File: src/rtl/core/cbrt_pkg.sv
package cbrt_pkg;

	localparam int VALUE_W = 31;
	localparam int ROOT_W  = 11;
	localparam int STAGES  = 11;
	localparam int PAD_W   = 3 * STAGES;
	localparam int REM_W   = 26;
	localparam int PROD_W  = 2 * ROOT_W;
	localparam int TRIAL_W = PROD_W + 2;
	localparam logic [ROOT_W-1:0] ROOT_MAX = ROOT_W'(1290);

	typedef struct packed {
		logic              vld;
		logic [ROOT_W-1:0] y;
		logic [REM_W-1:0]  rem;
		logic [PAD_W-1:0]  val;
	} cbrt_stage_t;

endpackage

File: src/rtl/core/cbrt_stage.sv
module cbrt_stage (
	input  logic                 clk,
	input  logic                 arst_n,
	input  logic                 en,
	input  cbrt_pkg::cbrt_stage_t din,
	output cbrt_pkg::cbrt_stage_t dout
);
	import cbrt_pkg::*;

	logic [REM_W-1:0]   rem_n;
	logic [ROOT_W-1:0]  y2;
	logic [PROD_W-1:0]  prod;
	logic [TRIAL_W-1:0] trial;
	logic               take;
	logic               vld_s;
	logic [ROOT_W-1:0]  y_s;
	logic [REM_W-1:0]   rem_s;
	logic [PAD_W-1:0]   val_s;

	// bring down the next three operand bits
	assign rem_n = {din.rem[REM_W-4:0], din.val[PAD_W-1 -: 3]};
	assign y2    = {din.y[ROOT_W-2:0], 1'b0};
	assign prod  = PROD_W'(y2) * PROD_W'(y2 + ROOT_W'(1));
	assign trial = TRIAL_W'(prod) + TRIAL_W'({prod, 1'b0}) + TRIAL_W'(1);
	assign take  = TRIAL_W'(rem_n) >= trial;

	always_ff @(posedge clk or negedge arst_n) begin
		if (!arst_n) begin
			vld_s <= 1'b0;
		end else if (en) begin
			vld_s <= din.vld;
		end
	end

	always_ff @(posedge clk) begin
		if (en) begin
			y_s   <= take ? (y2 | ROOT_W'(1)) : y2;
			rem_s <= take ? REM_W'(TRIAL_W'(rem_n) - trial) : rem_n;
			val_s <= {din.val[PAD_W-4:0], 3'b000};
		end
	end

	assign dout = {vld_s, y_s, rem_s, val_s};

endmodule

File: src/rtl/core/integer_cube_root.sv
// Floor cube root of a 31-bit operand, one result bit per pipeline stage.
// A request passes every stage register before reaching the master side.
// Throughput: one request per cycle; the whole pipe holds while the output
// waits on m_tready, so a stall loses and repeats nothing.
// Reset: arst_n clears every stage's valid bit at once; no clearing pass.
module integer_cube_root (
	input  logic        clk,
	input  logic        arst_n,
	input  logic        s_tvalid,
	output logic        s_tready,
	input  logic [31:0] s_tdata,  // [30:0] value
	output logic        m_tvalid,
	input  logic        m_tready,
	output logic [15:0] m_tdata   // [10:0] root
);
	import cbrt_pkg::*;

	cbrt_stage_t pipe [STAGES+1];
	logic        adv;

	// advance all stages together unless the last one is held
	assign adv      = !pipe[STAGES].vld || m_tready;
	assign s_tready = adv;

	assign pipe[0].vld = s_tvalid;
	assign pipe[0].y   = '0;
	assign pipe[0].rem = '0;
	assign pipe[0].val = PAD_W'(s_tdata[VALUE_W-1:0]);

	for (genvar i = 0; i < STAGES; i++) begin : g_stage
		cbrt_stage u_stage (
			.clk    (clk),
			.arst_n (arst_n),
			.en     (adv),
			.din    (pipe[i]),
			.dout   (pipe[i+1])
		);
	end

	assign m_tvalid = pipe[STAGES].vld;
	assign m_tdata  = {5'b00000, pipe[STAGES].y};

endmodule

File: config.mk
export PLATFORM = sky130hd
export DESIGN_NAME = integer_cube_root
export DESIGN_NICKNAME = d
export VERILOG_FILES = /design/src/rtl/core/cbrt_pkg.sv /design/src/rtl/core/cbrt_stage.sv /design/src/rtl/core/integer_cube_root.sv
export SDC_FILE = /design/constraint.sdc
export NUM_CORES = 1
export LEC_CHECK = 0
export BUFFER_PORTS_ARGS = -buffer_cell sky130_fd_sc_hd__buf_2
export CAP_MARGIN = 40
export CORE_ASPECT_RATIO = 1.2
export CORE_MARGIN = 2
export CORE_UTILIZATION = 35
export CTS_BUF_LIST = sky130_fd_sc_hd__clkbuf_8 sky130_fd_sc_hd__clkbuf_16
export CTS_CLUSTER_DIAMETER = 30
export DETAILED_ROUTE_END_ITERATION = 10
export SLEW_MARGIN = 0
export SYNTH_ARGS = -nofsm -noshare
export SYNTH_HDL_FRONTEND = slang
export SYNTH_SLANG_ARGS = --single-unit
File: constraint.sdc
create_clock -name clk -period 26.2 [get_ports clk]
set_input_delay 5.24 -clock clk [delete_from_list [all_inputs] [get_ports clk]]
set_output_delay 5.24 -clock clk [all_outputs]
set_load 0.05 [all_outputs]
==> results of run 1 <==
==> metal layers <==
metal / track usage, % / up-vias / share of wire (%)
met4: 4.90 / 0 / 2.7
met3: 2.51 / 136 / 3.2
met5: 0 / - / 0
met1: 14.9 / 12100 / 41
li1: - / 12900 / -
met2: 26.2 / 325 / 54
==> cell type report <==
type,count,area share (%)
multi-input combinational,2670,53.5
sequential,426,29.7
clock buffer,99,5.76
tap,1396,4.08
inverter,445,3.92
clock inverter,84,2.13
timing repair buffer,58,0.882
==> worst max-delay path, delay by kind of cell <==
| family | cells | cell delay (ps) |
|---|---|---|
| buf+inv | 4 | 1150 |
| simple gates | 1 | 60 |
==> layout by cell type, fill, tap and decap left out, types with 82 or more instances in the layout <==
cell,Yosys,layout
fa_1,191,191
nor2_1,218,218
and2_1,88,88
o21ai_0,126,126
mux2_2,82,82
a21oi_1,226,226
clkbuf_16,0,98
inv_1,445,450
a21o_1,124,124
ha_1,496,496
nand2_1,188,188
edfxtp_1,415,415
xnor2_1,218,218
xor2_1,126,126
==> synth_stat cells, drive strengths merged, types with 8 or more instances <==
master / number / area share, %
mux2: 90 / 2.8
nand2b: 28 / 0.47
xnor2: 218 / 5.1
edfxtp: 415 / 33
a31o: 8 / 0.19
nand4: 30 / 0.50
ha: 496 / 17
and3: 20 / 0.33
clkbuf: 36 / 0.36
o31ai: 15 / 0.31
nand2: 189 / 1.9
nand3b: 10 / 0.20
o211ai: 22 / 0.44
fa: 191 / 10
nand3: 55 / 0.73
a21oi: 227 / 3.0
o21a: 30 / 0.60
inv: 445 / 4.4
o21bai: 43 / 0.87
a21boi: 8 / 0.16
a211oi: 19 / 0.39
dfrtp: 11 / 0.73
buf: 20 / 0.33
o21ai: 129 / 1.7
or2: 20 / 0.33
nor2: 218 / 2.2
nor4: 20 / 0.35
nor2b: 36 / 0.60
and2: 88 / 1.5
a31oi: 20 / 0.33
or3: 19 / 0.36
mux2i: 8 / 0.21
a21o: 124 / 2.5
o311ai: 9 / 0.21
xor2: 126 / 2.9
nor3: 50 / 0.67
==> state kept, by name (all words and copies together), names as in the netlist <==
register and cells:
g_stage.u_stage.rem_s 184, g_stage.u_stage.val_s 165, g_stage.u_stage.vld_s 11, g_stage.u_stage.y_s 66
==> cell families after synthesis <==
group,Yosys count,share of synthesized area [%]
buffers and inverters,501,5.13
and+or+nand+nor,810,10.7
xor gates and xnor gates,344,8.02
DFF,426,33.9
muxes,98,2.99
other,2,0.0200
AOI/OAI and AO/OA,724,12.6
adders and majority gates,687,26.7
==> metrics by stage <==
stage	hold slack [ps]	utilization [%]	area (sq um)	std cells	setup WS [ps]
finish	369	40.3	42800	5178	14470
floorplan	400	-	37600	3597	7170
CTS	366	40.3	42800	5178	14340
detailed placement	405	37.1	39500	4995	14330
global placement	400	37.0	39400	4992	14360
global route	391	40.3	42800	5178	14300
==> worst max path at each step <==
stage,endpoint,slack [ps]
2_1_floorplan,s_tready,7170
3_3_place_gp,s_tready,14360
3_5_place_dp,s_tready,14330
4_1_cts,s_tready,14340
5_1_grt,s_tready,14300
6_report,s_tready,14470
==> results.sh, run 1 <==
export IMPL_path_clk_slew_ps=50
export IMPL_endpoint_kind="output pin"
export IMPL_grt_pass1_vias=26100
export IMPL_cts_root_buffer="clkbuf_16"
export IMPL_grt_overflow=0
export IMPL_cts_path_max_buffers=3
export IMPL_ctsResizeCount=0
export IMPL_holdCritPathClass="flop to flop"
export IMPL_holdPathStages=0
export IMPL_coreArea_sq_um=106000
export IMPL_post_cts_buffers=0
export IMPL_multi_input_area_sq_um=22900
export IMPL_status="finished, final reports clean"
export IMPL_critPathSlowestCell="inv_8"
export IMPL_numCtsBuffers=97
export IMPL_antenna_cells=0
export IMPL_fp_row_count=131
export IMPL_cp_required_ps=20960
export IMPL_die_area_sq_um=110000
export IMPL_hold_viol=0
export IMPL_reg2reg_depth=34
export IMPL_min_to="g_stage[7].u_stage.val_s[31]$_DFFE_PP_"
export IMPL_port_buffers=47
export IMPL_drtAntennaViolNets=0
export IMPL_cts_sinks=426
export IMPL_cp_start_kind="primary input"
export IMPL_place_gp_congestion=0.879
export IMPL_drt_wl_total_um=73900
export IMPL_start_util_pct=35.3
export IMPL_yosysUniqueCellTypes=83
export IMPL_drive_above_1_share_pct=9.49
export IMPL_grt_pass1_wl_um=124000
export IMPL_yosys_warnings=0
export IMPL_holdCritStartpoint="g_stage[6].u_stage.val_s[28]$_DFFE_PP_"
export IMPL_cp_startpoint="m_tready"
export IMPL_post_drt_wl_per_cell_um=14.3
export IMPL_grt_max_degree=155
export IMPL_arrival_ps=6490
export IMPL_reg2reg_from="g_stage[9].u_stage.y_s[6]$_DFFE_PP_"
export IMPL_r2r_end="g_stage[10].u_stage.y_s[0]$_DFFE_PP_"
export IMPL_synth_edf_count=415
export IMPL_fmax_ghz=0.0853
export IMPL_drtIter0Drc=940
export IMPL_viasPerCell=4.92
export IMPL_max_cap_violations=0
export IMPL_reg2reg_setup_slack_ps=17300
export IMPL_critPathMaxStageDelay_ps=470
export IMPL_post_route_min_period_ps=11730
export IMPL_async_flop_share_pct=2.58
export IMPL_grt_total_usage_pct=13.7
export IMPL_antenna_found_initial=0
export IMPL_fin_setup_tns_ps=0
export IMPL_ys_flop_type="edfxtp_1"
export IMPL_path_cells="buf_2 > nor2b_1 > buf_4 > inv_8 > buf_2"
export IMPL_ys_ff_latch=426
export IMPL_die_w_um=303
export IMPL_finalCritPeriodShare_pct=44.8
export IMPL_crit_fanout=115
export IMPL_fillers=10200
export IMPL_slew_headroom_pct=40.9
export IMPL_cts_hold_buffers_added=0
export IMPL_layout_nets=4421
export IMPL_finalClockSkew_ps=61.3
export IMPL_avgSynthCellArea_sq_um=10.5
export IMPL_dieHeight_um=363
export IMPL_dr_pass1_iters=5
export IMPL_layout_area_overhead_vs_synth_pct=14.0
export IMPL_worst_slew_pin_slew_ps=886
export IMPL_rsz0062_at_grt="false"
export IMPL_critPathKind="primary input to output pin"
export IMPL_htree_num_levels=3
export IMPL_syn_area_sq_um=37600
export IMPL_insertion_delay_ps=720
export IMPL_ys_seq_area_share_pct=33.9
export IMPL_setup_viol=0
export IMPL_slew_viol_final=0
export IMPL_drc_errors=0
export IMPL_dpl_hpwl_um=57800
export IMPL_vias=25500
export IMPL_cp_common_cell="buf_2"
export IMPL_cts_tree="yes"
export IMPL_io_pins=54
export IMPL_seq_area_sq_um=12700
export IMPL_syn_inst=3592
Power of run 1 is not shown: default switching activity piles up to over one toggle a cycle in this logic, so the estimate is an artifact.
==> inputs of run 2 (changes only) <==
==> constraint.sdc (replaced) <==
create_clock -name clk -period 10.8 [get_ports clk]
set_input_delay 2.16 -clock clk [delete_from_list [all_inputs] [get_ports clk]]
set_output_delay 2.16 -clock clk [all_outputs]
set_load 0.05 [all_outputs]
==> run 2 against run 1 <==
Compared with the run above:
- critical path depth increased by 29
- sequential share of layout area increased by 0.057 points
- count of clock-buffer cells in the layout decreased by 3
- die area unchanged
- worst setup slack got worse by 13000 ps
- design area decreased by 0.19%
- critical endpoint is now g_stage[10].u_stage.y_s[0]$_DFFE_PP_
==> results.sh, run 2 (synthesis gave the netlist of run 1 again) <==
export IMPL_status="finished, final reports clean"
export IMPL_finalCritPeriodShare_pct=82.8
export IMPL_arrival_ps=9340
export IMPL_cts_root_buffer="clkbuf_16"
export IMPL_post_cts_buffers=0
export IMPL_grt_overflow=0
export IMPL_layout_area_overhead_vs_synth_pct=13.8
export IMPL_final_cell_mix="ha_1, inv_1, edfxtp_1"
export IMPL_start_util_pct=35.3
export IMPL_ctsResizeCount=0
export IMPL_post_drt_wl_per_cell_um=14.2
export IMPL_cts_path_max_buffers=3
export IMPL_fp_row_count=131
export IMPL_vias=25400
export IMPL_io_pins=54
export IMPL_cp_start_kind="flop"
export IMPL_dpl_hpwl_um=57400
export IMPL_die_w_um=303
export IMPL_fmax_ghz=0.112
export IMPL_setup_viol=0
export IMPL_grt_max_degree=72
export IMPL_finalClockSkew_ps=26.2
export IMPL_path_clk_slew_ps=50
export IMPL_drtIter0Drc=1114
export IMPL_cts_tree="yes"
export IMPL_mostFrequentLayoutCell="ha_1"
export IMPL_grt_pass1_vias=25800
export IMPL_max_cap_violations=0
export IMPL_antenna_found_initial=0
export IMPL_layout_nets=4422
export IMPL_drtAntennaViolNets=0
export IMPL_antenna_cells=0
export IMPL_endpoint_kind="flop"
export IMPL_cp_required_ps=11200
export IMPL_holdCritPathClass="flop to flop"
export IMPL_drt_wl_total_um=73300
export IMPL_slew_viol_final=0
export IMPL_worst_slew_pin_slew_ps=877
export IMPL_critPathTopFamily="adder cells"
export IMPL_post_route_min_period_ps=8950
export IMPL_htree_num_levels=3
export IMPL_path_buf_inv=5
export IMPL_grt_pass1_wl_um=123000
export IMPL_final_area_sq_um=42800
export IMPL_dpl_instance_area_sq_um=39400
export IMPL_numCtsBuffers=96
export IMPL_crit_fanout=10
export IMPL_critPathSlowestCell="edfxtp_1"
export IMPL_drive_above_1_share_pct=9.45
export IMPL_dr_pass1_iters=5
export IMPL_rsz0062_at_grt="false"
export IMPL_coreArea_sq_um=106000
export IMPL_place_gp_congestion=0.867
export IMPL_top_register="g_stage.u_stage.rem_s"
export IMPL_viasPerCell=4.91
export IMPL_critPathMaxStageDelay_ps=660
export IMPL_largest_register_ffs=184
export IMPL_port_buffers=47
export IMPL_die_area_sq_um=110000
export IMPL_grt_total_usage_pct=13.5
export IMPL_critPathKind="flop to flop"
export IMPL_fin_setup_tns_ps=0
export IMPL_slew_headroom_pct=41.5
export IMPL_reg2reg_setup_slack_ps=1850
export IMPL_insertion_delay_ps=690
export IMPL_drc_errors=0
export IMPL_dieHeight_um=363
export IMPL_hold_viol=0
export IMPL_reg_top3="g_stage.u_stage.rem_s: 184 flops, g_stage.u_stage.val_s: 165 flops, g_stage.u_stage.y_s: 66 flops"
export IMPL_cts_hold_buffers_added=0
export IMPL_cts_sinks=426
run 2: changes by cell type in the layout (fill, tap and decap cells not counted), sizes merged:
cell      before  now
inv          457  461
clkinv        44   36
bufinv         9   12
buf           58   60
clkbuf        99   96
clkinvlp      19   17
run 2: cell type report:
| cell class | instances | area [sq um] |
|---|---|---|
| well taps | 1396 | 1750 |
| clock inverters | 81 | 918 |
| fillers | 10200 | 63600 |
| flip-flops and latches | 426 | 12700 |
| clock buffers | 96 | 2400 |
| multi-input cells | 2670 | 22900 |
| inverters | 445 | 1670 |
| repair buffers | 60 | 360 |
run 2: final timing paths:
kind                                                         from                                endpoint  cells after the start
max reg2reg                   g_stage[9].u_stage.y_s[6]$_DFFE_PP_    g_stage[10].u_stage.y_s[0]$_DFFE_PP_                     34
max                           g_stage[9].u_stage.y_s[6]$_DFFE_PP_    g_stage[10].u_stage.y_s[0]$_DFFE_PP_                     34
min reg2reg                g_stage[2].u_stage.val_s[14]$_DFFE_PP_  g_stage[3].u_stage.val_s[17]$_DFFE_PP_                      0
max in group asynchronous                                  arst_n    g_stage[4].u_stage.vld_s$_DFFE_PN0P_                      1
min in group asynchronous                                  arst_n   g_stage[10].u_stage.vld_s$_DFFE_PN0P_                      1
min                        g_stage[2].u_stage.val_s[14]$_DFFE_PP_  g_stage[3].u_stage.val_s[17]$_DFFE_PP_                      0
run 2: metrics by stage:
step | util, % | hold slack, ps | setup slack (ps) | cells
2_1_floorplan | - | 400 | 1060 | 3597
3_3_place_gp | 37.0 | 400 | 1920 | 4995
3_5_place_dp | 37.1 | 405 | 1890 | 4997
4_1_cts | 40.2 | 412 | 1830 | 5174
5_1_grt | 40.2 | 417 | 1360 | 5174
6_report | 40.2 | 412 | 1850 | 5174
run 2: worst register-to-register path: cells and delay by family, from the launching register on:
| family | cells | cell delay, ps |
|---|---|---|
| DFF | 1 | 660 |
| xor gates and xnor gates | 2 | 390 |
| buffers and inverters | 5 | 270 |
| adders and majority gates | 8 | 3490 |
| AOI/OAI and AO/OA | 13 | 2800 |
| and+or+nand+nor | 6 | 1070 |
run 2: layer usage:
layer	track usage [%]	up-vias	part of all wire [%]
met5	0	-	0
met4	4.94	0	2.7
met3	2.31	132	2.8
met2	25.3	288	53
met1	15.2	12100	42
li1	-	12900	-
Power of run 2 is left out for the same reason.
